<file path="src/sv/tbs_pkg.sv">
// Shared types and constants of the token bucket shaper.
`default_nettype none
package tbs_pkg;

	localparam int RATE_W    = 29;
	localparam int LAT_W     = 16;
	localparam int LIMIT_W   = 32;
	localparam int LEN_W     = 16;
	localparam int CFG_AW    = 2;
	localparam int CFG_DW    = 32;
	localparam int OUT_W     = 120;

	// divider: 1e6 * size needs 36 bits, the divisor (rate or unit size) fits in RATE_W bits
	localparam int DIV_NW    = 36;
	localparam int DIV_DW    = RATE_W;
	localparam int DIV_CW    = $clog2(DIV_NW + 1);
	localparam int LAT_PW    = DIV_DW + LAT_W;

	localparam logic [19:0]        USEC_PER_SEC = 20'd1000000;
	localparam logic [RATE_W-1:0]  RATE_RESET   = 29'd125000;
	localparam logic [LAT_W-1:0]   LAT_RESET    = 16'd0;
	localparam logic [LIMIT_W-1:0] LIMIT_RESET  = 32'd65536;

	typedef enum logic [CFG_AW-1:0] {
		CFG_RATE    = 2'd0,
		CFG_LATENCY = 2'd1,
		CFG_LIMIT   = 2'd2
	} tbs_cfg_addr_t;

	typedef enum logic [2:0] {
		ST_IDLE,
		ST_EXEC,
		ST_MUL,
		ST_DIV_INT,
		ST_DIV_LAT,
		ST_RESULT
	} tbs_state_t;

	typedef struct packed {
		logic              start;
		logic [DIV_NW-1:0] dividend;
		logic [DIV_DW-1:0] divisor;
	} tbs_div_req_t;

endpackage
`default_nettype wire

</file>
<file path="src/sv/token_bucket_shaper_unit.sv">
// Token bucket shaper: admission and release decisions for a packet queue.
// Input stream: s_tuser is the op (0 enqueue, 1 dequeue attempt), s_tdata carries
// the packet length and the current time in microseconds. One result item comes
// back on the m_ stream for each input item: accepted flag, queued bytes, drop
// count, limit in force and the current unit size.
// A plain item is accepted in ST_IDLE and decided in ST_EXEC; the result is then
// registered in the output register. An enqueue that raises the unit size reruns
// the interval division on the shared one-bit-per-cycle divider; in latency mode
// a second division derives the limit. A configuration write triggers the same
// derivation, during which s_tready is low; a write during it queues one more pass.
// Reset restores the register defaults, an empty queue and the initial size;
// the reset interval and limit are constants, so the block is ready at once.
// When the receiver stalls, the result waits in the output register and the
// block holds the next result in ST_RESULT until the register frees up.
`default_nettype none
module token_bucket_shaper_unit #(
	parameter int TIME_WIDTH   = 48,
	parameter int INITIAL_SIZE = 1000
) (
	input  wire logic                                  clk,
	input  wire logic                                  arst_n,
	input  wire logic                                  s_tvalid,
	output logic                                       s_tready,
	// pkt_len [15:0], now_us [16 +: TIME_WIDTH], zero pad
	input  wire logic [((16+TIME_WIDTH+7)/8)*8-1:0]    s_tdata,
	// op
	input  wire logic                                  s_tuser,
	output logic                                       m_tvalid,
	input  wire logic                                  m_tready,
	// accepted, queue_bytes, drop_count, current_limit, current_size, zero pad
	output logic [tbs_pkg::OUT_W-1:0]                  m_tdata,
	input  wire logic                                  cfg_we,
	input  wire logic [tbs_pkg::CFG_AW-1:0]            cfg_addr,
	input  wire logic [tbs_pkg::CFG_DW-1:0]            cfg_wdata
);
	import tbs_pkg::*;

	localparam logic [63:0] RESET_IVL_W =
		64'(USEC_PER_SEC) * 64'(INITIAL_SIZE) / 64'(RATE_RESET);
	localparam logic [31:0] RESET_IVL = RESET_IVL_W[31:0];

	tbs_state_t state_q, st_d;

	logic [RATE_W-1:0]     rate_q;
	logic [LAT_W-1:0]      latency_q;
	logic [LIMIT_W-1:0]    limit_cfg_q;
	logic                  cfg_pend_q;
	logic                  cfg_hit;

	logic [31:0]           queued_q;
	logic [31:0]           limit_q;
	logic [LEN_W-1:0]      size_q;
	logic [31:0]           ivl_q;
	logic [TIME_WIDTH-1:0] last_q;
	logic [31:0]           dropped_q;
	logic                  res_pend_q;
	logic                  acc_q;

	logic                  op_q;
	logic [LEN_W-1:0]      len_q;
	logic [TIME_WIDTH-1:0] now_q;

	logic                  m_tvalid_q;
	logic [OUT_W-1:0]      m_tdata_q;

	tbs_div_req_t          div_req;
	logic                  div_busy;
	logic [DIV_NW-1:0]     div_quo;

	logic [RATE_W-1:0]     eff_rate;
	logic [LEN_W-1:0]      eff_size;
	logic                  enq_ok;
	logic                  grow;
	logic                  rel_ok;
	logic [TIME_WIDTH:0]   rel_sum;
	logic [32:0]           q_sum;
	logic [31:0]           q_add;
	logic [31:0]           q_sub;
	logic                  nxt_acc;
	logic [31:0]           nxt_queued;
	logic [31:0]           nxt_dropped;
	logic [LEN_W-1:0]      nxt_size;
	logic                  nxt_last_ld;
	logic [31:0]           ivl_new;
	logic [LAT_PW-1:0]     lat_prod;
	logic [31:0]           lim_lat;
	logic                  out_free;

	logic                  item_upd;
	logic                  out_ld;
	logic                  out_nxt;
	logic                  ivl_ld;
	logic                  lim_cfg_ld;
	logic                  lim_lat_ld;
	logic                  pend_clr;
	logic                  res_set;
	logic                  res_clr;

	tbs_div u_div (
		.clk    (clk),
		.arst_n (arst_n),
		.req    (div_req),
		.busy   (div_busy),
		.quo    (div_quo)
	);

	// item decision
	always_comb begin
		eff_rate = (rate_q == '0) ? RATE_W'(1) : rate_q;
		eff_size = (size_q == '0) ? LEN_W'(1) : size_q;
		enq_ok   = queued_q < limit_q;
		grow     = enq_ok && (len_q > size_q);
		q_sum    = {1'b0, queued_q} + 33'(len_q);
		q_add    = q_sum[32] ? '1 : q_sum[31:0];
		q_sub    = (32'(len_q) >= queued_q) ? '0 : queued_q - 32'(len_q);
		// release time at full precision; only a 64-bit time can saturate
		rel_sum  = {1'b0, last_q} + (TIME_WIDTH+1)'(ivl_q);
		rel_ok   = rel_sum[TIME_WIDTH] ? ((TIME_WIDTH == 64) && (&now_q))
		                               : (now_q >= rel_sum[TIME_WIDTH-1:0]);
		if (op_q) begin
			nxt_acc     = rel_ok;
			nxt_queued  = rel_ok ? q_sub : queued_q;
			nxt_dropped = dropped_q;
			nxt_size    = size_q;
			nxt_last_ld = rel_ok && (len_q >= size_q);
		end else begin
			nxt_acc     = enq_ok;
			nxt_queued  = enq_ok ? q_add : queued_q;
			nxt_dropped = enq_ok ? dropped_q : dropped_q + 32'd1;
			nxt_size    = grow ? len_q : size_q;
			nxt_last_ld = 1'b0;
		end
		ivl_new  = (div_quo[DIV_NW-1:32] != '0) ? '1 : div_quo[31:0];
		lat_prod = LAT_PW'(div_quo[DIV_DW-1:0]) * LAT_PW'(latency_q);
		lim_lat  = (lat_prod[LAT_PW-1:32] != '0) ? '1 : lat_prod[31:0];
		out_free = !m_tvalid_q || m_tready;
	end

	always_ff @(posedge clk or negedge arst_n) begin
		if (!arst_n) begin
			state_q <= ST_IDLE;
		end else begin
			state_q <= st_d;
		end
	end

	always_comb begin
		st_d       = state_q;
		item_upd   = 1'b0;
		out_ld     = 1'b0;
		out_nxt    = 1'b0;
		ivl_ld     = 1'b0;
		lim_cfg_ld = 1'b0;
		lim_lat_ld = 1'b0;
		pend_clr   = 1'b0;
		res_set    = 1'b0;
		res_clr    = 1'b0;
		div_req    = '0;
		case (state_q)
			ST_IDLE: begin
				if (cfg_pend_q) begin
					pend_clr = 1'b1;
					st_d     = ST_MUL;
				end else if (s_tvalid) begin
					st_d = ST_EXEC;
				end
			end
			ST_EXEC: begin
				item_upd = 1'b1;
				if (!op_q && grow) begin
					res_set = 1'b1;
					st_d    = ST_MUL;
				end else if (out_free) begin
					out_ld  = 1'b1;
					out_nxt = 1'b1;
					st_d    = ST_IDLE;
				end else begin
					st_d = ST_RESULT;
				end
			end
			ST_MUL: begin
				div_req.start    = 1'b1;
				div_req.dividend = DIV_NW'(USEC_PER_SEC) * DIV_NW'(size_q);
				div_req.divisor  = eff_rate;
				st_d             = ST_DIV_INT;
			end
			ST_DIV_INT: begin
				if (!div_busy) begin
					ivl_ld = 1'b1;
					if (latency_q != '0) begin
						div_req.start    = 1'b1;
						div_req.dividend = DIV_NW'(eff_rate);
						div_req.divisor  = DIV_DW'(eff_size);
						st_d             = ST_DIV_LAT;
					end else begin
						lim_cfg_ld = 1'b1;
						st_d       = res_pend_q ? ST_RESULT : ST_IDLE;
					end
				end
			end
			ST_DIV_LAT: begin
				if (!div_busy) begin
					lim_lat_ld = 1'b1;
					st_d       = res_pend_q ? ST_RESULT : ST_IDLE;
				end
			end
			ST_RESULT: begin
				if (out_free) begin
					out_ld  = 1'b1;
					res_clr = 1'b1;
					st_d    = ST_IDLE;
				end
			end
			default: begin
				st_d = ST_IDLE;
			end
		endcase
	end

	assign cfg_hit = cfg_we && (cfg_addr inside {CFG_RATE, CFG_LATENCY, CFG_LIMIT});

	// configuration registers; any valid write reruns the derivation
	always_ff @(posedge clk or negedge arst_n) begin
		if (!arst_n) begin
			rate_q      <= RATE_RESET;
			latency_q   <= LAT_RESET;
			limit_cfg_q <= LIMIT_RESET;
			cfg_pend_q  <= 1'b0;
		end else begin
			if (cfg_we) begin
				case (cfg_addr)
					CFG_RATE: begin
						rate_q <= cfg_wdata[RATE_W-1:0];
					end
					CFG_LATENCY: begin
						latency_q <= cfg_wdata[LAT_W-1:0];
					end
					CFG_LIMIT: begin
						limit_cfg_q <= cfg_wdata;
					end
					default: begin
					end
				endcase
			end
			if (cfg_hit) begin
				cfg_pend_q <= 1'b1;
			end else if (pend_clr) begin
				cfg_pend_q <= 1'b0;
			end
		end
	end

	// shaper state
	always_ff @(posedge clk or negedge arst_n) begin
		if (!arst_n) begin
			queued_q   <= '0;
			limit_q    <= LIMIT_RESET;
			size_q     <= LEN_W'(INITIAL_SIZE);
			ivl_q      <= RESET_IVL;
			last_q     <= '0;
			dropped_q  <= '0;
			res_pend_q <= 1'b0;
			acc_q      <= 1'b0;
		end else begin
			if (item_upd) begin
				queued_q  <= nxt_queued;
				dropped_q <= nxt_dropped;
				size_q    <= nxt_size;
				acc_q     <= nxt_acc;
				if (nxt_last_ld) begin
					last_q <= now_q;
				end
			end
			if (ivl_ld) begin
				ivl_q <= ivl_new;
			end
			if (lim_cfg_ld) begin
				limit_q <= limit_cfg_q;
			end
			if (lim_lat_ld) begin
				limit_q <= lim_lat;
			end
			if (res_set) begin
				res_pend_q <= 1'b1;
			end else if (res_clr) begin
				res_pend_q <= 1'b0;
			end
		end
	end

	// input item capture
	always_ff @(posedge clk) begin
		if (s_tvalid && s_tready) begin
			op_q  <= s_tuser;
			len_q <= s_tdata[LEN_W-1:0];
			now_q <= s_tdata[LEN_W +: TIME_WIDTH];
		end
	end

	// output register
	always_ff @(posedge clk or negedge arst_n) begin
		if (!arst_n) begin
			m_tvalid_q <= 1'b0;
		end else if (out_ld) begin
			m_tvalid_q <= 1'b1;
		end else if (m_tready) begin
			m_tvalid_q <= 1'b0;
		end
	end

	always_ff @(posedge clk) begin
		if (out_ld) begin
			if (out_nxt) begin
				m_tdata_q <= {7'd0, nxt_size, limit_q, nxt_dropped, nxt_queued, nxt_acc};
			end else begin
				m_tdata_q <= {7'd0, size_q, limit_q, dropped_q, queued_q, acc_q};
			end
		end
	end

	assign s_tready = (state_q == ST_IDLE) && !cfg_pend_q;
	assign m_tvalid = m_tvalid_q;
	assign m_tdata  = m_tdata_q;

`ifndef SYNTHESIS
	a_accept_exec: assert property (@(posedge clk) disable iff (!arst_n)
		s_tvalid && s_tready |=> state_q == ST_EXEC)
		else $error("accepted item did not enter execution");

	a_drop_step: assert property (@(posedge clk) disable iff (!arst_n)
		dropped_q != $past(dropped_q) |-> dropped_q == $past(dropped_q) + 32'd1)
		else $error("drop counter moved by more than one");

	a_deq_no_grow: assert property (@(posedge clk) disable iff (!arst_n)
		state_q == ST_EXEC && op_q |=> queued_q <= $past(queued_q))
		else $error("dequeue increased the queued byte count");

	a_ready_div_idle: assert property (@(posedge clk) disable iff (!arst_n)
		state_q == ST_MUL |=> div_busy)
		else $error("divider did not start");
`endif

endmodule
`default_nettype wire

</file>
<file path="src/sv/tbs_div.sv">
// Restoring divider, one quotient bit per cycle.
`default_nettype none
module tbs_div (
	input  wire logic                 clk,
	input  wire logic                 arst_n,
	input  wire tbs_pkg::tbs_div_req_t req,
	output logic                      busy,
	output logic [tbs_pkg::DIV_NW-1:0] quo
);
	import tbs_pkg::*;

	logic [DIV_CW-1:0] cnt_q;
	logic [DIV_NW-1:0] quo_q;
	logic [DIV_DW-1:0] rem_q;
	logic [DIV_DW-1:0] dvs_q;
	logic [DIV_DW:0]   trial;
	logic              fits;

	// remainder stays below the divisor, so the trial value fits in DIV_DW+1 bits
	always_comb begin
		trial = {rem_q, quo_q[DIV_NW-1]};
		fits  = trial >= {1'b0, dvs_q};
	end

	always_ff @(posedge clk or negedge arst_n) begin
		if (!arst_n) begin
			cnt_q <= '0;
		end else if (req.start) begin
			cnt_q <= DIV_CW'(DIV_NW);
		end else if (cnt_q != '0) begin
			cnt_q <= cnt_q - 1'b1;
		end
	end

	always_ff @(posedge clk) begin
		if (req.start) begin
			quo_q <= req.dividend;
			rem_q <= '0;
			dvs_q <= req.divisor;
		end else if (cnt_q != '0) begin
			quo_q <= {quo_q[DIV_NW-2:0], fits};
			rem_q <= fits ? DIV_DW'(trial - {1'b0, dvs_q}) : trial[DIV_DW-1:0];
		end
	end

	assign busy = cnt_q != '0;
	assign quo  = quo_q;

endmodule
`default_nettype wire
</file>
<file path="config.mk">
export PLATFORM = sky130hd
export DESIGN_NAME = token_bucket_shaper_unit
export DESIGN_NICKNAME = d
export VERILOG_FILES = /design/src/sv/tbs_pkg.sv /design/src/sv/token_bucket_shaper_unit.sv /design/src/sv/tbs_div.sv
export SDC_FILE = /design/constraint.sdc
export NUM_CORES = 2
export LEC_CHECK = 0
export ABC_AREA = 0
export ABC_CLOCK_PERIOD_IN_PS = 14600
export BUFFER_PORTS_ARGS = -buffer_cell sky130_fd_sc_hd__buf_2
export CAP_MARGIN = 10
export CORE_MARGIN = 2
export CORE_UTILIZATION = 65
export DETAILED_ROUTE_END_ITERATION = 16
export GPL_TIMING_DRIVEN = 0
export PLACE_DENSITY = 0.8
export SYNTH_ARGS = -nofsm -noshare
export SYNTH_HDL_FRONTEND = slang
export SYNTH_HIERARCHICAL = 1
export SYNTH_SLANG_ARGS = --single-unit
</file>
<file path="constraint.sdc">
create_clock -name clk -period 14.6 [get_ports clk]
set_input_delay 0.73 -clock clk [delete_from_list [all_inputs] [get_ports clk]]
set_output_delay 0.73 -clock clk [all_outputs]
set_load 0.05 [all_outputs]
</file>
* Yosys cells after proc, flatten, opt, wreduce, memory -nomap -nowiden
Cells that the tools add are included.
Storage, ports and cells: register bits after elaboration 561, bits of input ports 104, output and inout port bits 122
Cells by class: order comparisons 6, equal/unequal tests 11, reduce and logical (&&, ||, !) cells 29, multiply operators 2, muxes and demuxes 59, $add $sub $neg 6
Operators by type and width (count):
- two-way mux 32 bit | 11
- two-way mux 66 bit | 2
- case mux 66 bit (2 select lines) | 1
- two-way mux 113 bit | 1
- two-way mux 36 bit | 2
- two-way mux 29 bit | 2
- adder 48 x 32 -> 49 bit | 1
- greater-or-equal comparator 48 bit | 1
- two-way mux 16 bit | 3
- multiplier 29 x 16 -> 45 bit | 1
- adder 32 x 16 -> 33 bit | 1
- adder 32 x 1 -> 32 bit (second input constant) | 1
- greater-or-equal comparator 16 x 32 -> 1 bit | 1
- less-than comparator 32 bit | 1
- subtractor 32 x 16 -> 32 bit | 1
- greater-or-equal comparator 30 x 29 -> 1 bit | 1
- multiplier 14 x 16 -> 30 bit (first input constant) | 1
- zero test 29 bit | 1
- subtractor 29 bit | 1
- two-way mux 3 bit | 9
- two-way mux 1 bit | 24
- case mux 3 bit (6 select lines) | 1
- greater-or-equal comparator 16 bit | 1
- greater-than comparator 16 bit | 1
- other kinds (24) | 43

* Logic depth before layout (Yosys ltp)
depth in word-level cells 6, gate-level depth with buffers 26

* Cells and area by module
Netlist, hierarchy kept.
By module, submodules not included:
- token_bucket_shaper_unit | area an instance 43940.9 µm², cells each 4450, instances 1
- tbs_div | area an instance 5823.1 µm², cells each 544, instances 1

* Worst setup path after synthesis
No wires, ideal clock.
path type reg-to-reg, start register u_div.quo_q[10] (netlist: u_div/quo[10]), end register limit_q[25], slack 7.937 ns, required time 14.463 ns, buffers on the path 3, arrival time 6.525 ns, library setup time 0.137 ns, stages on the path, launching flop included 24, period minus slack after synthesis 6.663 ns, path through edfxtp_1 > clkbuf_1 > nand2_1 > fa_1 > inv_1 > fa_1 > fa_1 > fa_1 > fa_1 > inv_1 > fa_1 > inv_1 > ha_1 > clkbuf_1 > o21a_1 > o21bai_1 > a2111o_1 > a2111oi_0 > o31ai_1 > xnor2_1 > a31oi_1 > nand4_1 > buf_2 > a2bb2oi_1
On the way: cells in the longest elaborated chain, start to end 4
RTL lines:
- start, declared | line tbs_div.sv:13 | logic [DIV_NW-1:0] quo_q;
- start signal, assigned | line tbs_div.sv:37 | quo_q <= req.dividend;
- start signal, assigned | line tbs_div.sv:41 | quo_q <= {quo_q[DIV_NW-2:0], fits};
- multiplier 29 x 16 -> 45 bit * | line token_bucket_shaper_unit.sv:134 | lat_prod = LAT_PW'(div_quo[DIV_DW-1:0]) * LAT_PW'(latency_q);
- nonzero test 13 bit | line token_bucket_shaper_unit.sv:135 | lim_lat = (lat_prod[LAT_PW-1:32] != '0) ? '1 : lat_prod[31:0];
- two-way mux 32 bit * | line token_bucket_shaper_unit.sv:135
- two-way mux 32 bit * | line token_bucket_shaper_unit.sv:280 | if (lim_lat_ld) begin
- end signal, assigned | line token_bucket_shaper_unit.sv:278 | limit_q <= limit_cfg_q;
- end signal, assigned | line token_bucket_shaper_unit.sv:281 | limit_q <= lim_lat;
- end, declared | line token_bucket_shaper_unit.sv:51 | logic [31:0] limit_q;
Mark *: on every way between the ends. The rest lies on a longest branch, timed or not. A chain may end at the register's enable or synchronous reset.

* Final worst setup path
start register u_div.quo_q[1] (netlist: u_div/quo[1]), end register limit_q[30]
Same word-level chain as after synthesis.

==> results.tsv <==
metric	value	unit
area_delta_synth_final	9.22	%
layout-drive-gt1-share	11.4	%
timing.critical_path.slowest_cell_delay	820	ps
crit_fanout	10	
ff_latch_area	0.0150	mm2
grt_antenna_before_repair	18	
post_synth_main_area_contributors	fa_1 17%, edfxtp_1 15%, dfrtp_1 13%	
layout_min_cycle_time	8990	ps
globalRoute.totalOverflow	0	
design.final.nets	6244	
final.fill_count	5609	
placeableCoreArea	0.0758	mm2
status	completed	
setup_repair_after_global_routing_missed_its_margin	no	
final_hold_fails	0	
synth_edf_count	243	
multiInputGateArea	0.0315	mm2
gp_congestion	1.01	
synth.ff_latch_count	554	
starting_density_of_the_core	65.6	%
setup_total_negative_slack	0	ps
layout.cell_area.non_filler	0.0544	mm2
cts-buffers-inserted	59	
insertion_delay	650	ps
synth_largest_area_cell	fa_1	
crit_path_top_cell_by_count	fa_1	
cts.clk_slew.worst_paths	60	ps
mostFrequentLayoutCell	inv_1	
final.setup.worst_slack	5610	ps
crit_path_top_delay_cell	edfxtp_1	
synth_area	0.0498	mm2
reg2reg_setup_slack	5610	ps
numPortBuffers	218	
synthFlopType	dfrtp_1	
post_drt_wl_per_cell	24.4	um
critical_path.endpoint_type	flip-flop	
detailedRoute.firstIterationViolations	4061	
critical_path_class	reg -> reg	
hold_buffers	0	
sequential_element_share_of_the_synthesized_area	30.1	%
timing.clock.skew	25.7	ps
clock_tree.htree_level_count	2	
layout.cells.most_common_list	624 x inv_1, 477 x nand2_1, 435 x fa_1	
critical_path_buf_inv_count	6	
timing_max_transition_violations_final	0	
grt_pass1_vias	39900	
tritoncts	built	
final.period_utilization	61.5	%
yosysWarningCount	6	
drc	0	
firstDrtPassIters	6	
drv_cap	0	
post_detailed_placement_cell_area	0.0523	mm2
postCtsSetupRepairBufs	0	
path_delay_family	adder cells	
totalWireLength	154000	um
cts_num_sinks	554	
route.antenna.remaining_nets	0	
achievable-frequency	111	MHz
clk_path_buf_depth	3	
syn_area_per_cell	9.96	um2
timing.critical_path.arrival	9480	ps
crit_path_cell_trace	clkbuf_1 -> nand2_1 -> fa_1 -> fa_1 -> inv_1 -> fa_1 -> fa_1 -> fa_1 -> inv_1 -> fa_1 -> inv_1 -> ha_1 -> clkbuf_1 -> a21oi_1 -> o21ai_0 -> a221oi_1 -> nand2_1 -> a21oi_1 -> mux2i_1 -> a2111oi_0 -> nand4_1 -> buf_2 -> a2bb2oi_1	
tightestPinTransition	1200	ps
avgViaCountPerCell	6.33	
rows	101	
gates_resized_cts_repair	0	
synthesis.instances	4994	
dp_hpwl	120000	um
place_worst_setup_slack	5930	ps
worst-endpoint-required	15090	ps
dieWidth	281	um
worst_slew_margin_rel	19.1	%
fp.dieArea	0.0788	mm2
grt_start_max_net_pins	114	
proportion_of_netlist_area_held_by_the_largest_area_contributor	17.5	%
vias	40000	
global_route_wire_length_before_repair	237000	um
distinct_cell_type_count_of_the_synthesized_netlist	110	
worst_hold_path_type	in -> async	
top_level_ports	226	
final_util	71.7	%
cp-start-kind	flip-flop	
final_setup_fails	0	
gr-usage-all-layers	39.9	%
ctsRootBufferMaster	clkbuf_16	
synth_async_sr_flop_share	50.9	%
dieHeight	281	um
==> path summary, 6_finish.rpt <==
check,from,endpoint,cells after the start
setup / recovery,u_div/quo[1]$_DFFE_PP_,limit_q[30]$_DFFE_PN0P_,23
hold reg to reg,u_div/rem_q[13]$_SDFFE_PP0P_,u_div/rem_q[13]$_SDFFE_PP0P_,2
max in group asynchronous,arst_n,ivl_q[4]$_DFFE_PN0P_,2
hold / removal,arst_n,dropped_q[16]$_DFFE_PN0N_,1
setup reg to reg,u_div/quo[1]$_DFFE_PP_,limit_q[30]$_DFFE_PN0P_,23
min in group clk,s_tdata[14],len_q[14]$_DFFE_PP_,1
==> registers in the layout (all words and copies together), names as in the netlist, 3 cells and up <==
| name | count |
|---|---|
| ivl_q | 32 |
| m_tdata | 113 |
| limit_cfg_q | 32 |
| queued_q | 32 |
| last_q | 48 |
| now_q | 48 |
| latency_q | 16 |
| u_div/quo | 36 |
| size_q | 16 |
| u_div/rem_q | 29 |
| u_div/dvs_q | 29 |
| dropped_q | 32 |
| limit_q | 32 |
| len_q | 16 |
| state_q | 3 |
| rate_q | 29 |
| u_div/cnt_q | 6 |
==> stage by stage <==
step	instances	hold slack [ps]
floorplan	5000	434
global placement	6196	459
detailed placement	6201	467
CTS	6313	101
global route	6318	124
finish	6325	88.8
==> cells by family (layout without fill, tap and decap cells) <==
| logic type | after synthesis | in the layout | synth area share (%) |
|---|---|---|---|
| AOI/OAI and AO/OA | 895 | 895 | 12.6 |
| and+or+nand+nor | 1404 | 1404 | 14.1 |
| DFF | 554 | 554 | 30.1 |
| adders and majority gates | 855 | 855 | 28.1 |
| xor gates and xnor gates | 196 | 196 | 3.45 |
| buffers and inverters | 869 | 1205 | 6.77 |
| other | 1 | 18 | 0.00754 |
| muxes | 220 | 220 | 4.99 |
==> worst register-to-register path, cell delays in order, from the launching register on <==
cell and delay (ps):
edfxtp_1 820, clkbuf_1 570, nand2_1 160, fa_1 540, fa_1 550, inv_1 70
fa_1 510, fa_1 530, fa_1 540, inv_1 50, fa_1 530, inv_1 50
ha_1 270, clkbuf_1 200, a21oi_1 340, o21ai_0 180, a221oi_1 740, nand2_1 300
a21oi_1 300, mux2i_1 110, a2111oi_0 390, nand4_1 500, buf_2 400, a2bb2oi_1 180
==> metal layers <==
| layer | track usage, % | vias up | part of all wire, % |
|---|---|---|---|
| met4 | 22.5 | 12 | 6.7 |
| met3 | 9.79 | 502 | 11 |
| met2 | 61.0 | 2229 | 44 |
| met5 | 0 | - | 0.048 |
| li1 | - | 17600 | - |
| met1 | 52.3 | 19700 | 38 |
==> cells in the mapped netlist (23+ instances only) <==
cell type,number
nor2_1,233
a2bb2oi_1,32
nand4_1,65
a211oi_1,41
o211ai_1,25
dfxtp_1,29
and3_1,23
nor2b_1,32
fa_1,435
nand3_1,79
nor4_1,31
ha_1,420
nand2b_1,29
a22o_1,36
clkbuf_1,203
a21o_1,69
nand2_1,478
o21ai_0,167
nor3_1,62
inv_1,625
mux2i_1,57
a21oi_1,206
o21a_1,26
mux2_2,142
xnor2_1,117
and2_1,276
edfxtp_1,243
xor2_1,79
dfrtp_1,261
o22a_1,34
==> layout make-up <==
| type | instances | area share [%] |
|---|---|---|
| multi-input cells | 3577 | 57.9 |
| flip-flops and latches | 554 | 27.5 |
| inverters | 626 | 4.32 |
| clock buffers | 85 | 3.18 |
| repair buffers | 224 | 2.27 |
| well taps | 978 | 2.25 |
| plain buffers | 243 | 1.88 |
| clock inverters | 27 | 0.626 |
| diodes | 11 | 0.0506 |
Power is not shown: default switching activity piles up to over one toggle a cycle in this logic, so the estimate is an artifact.
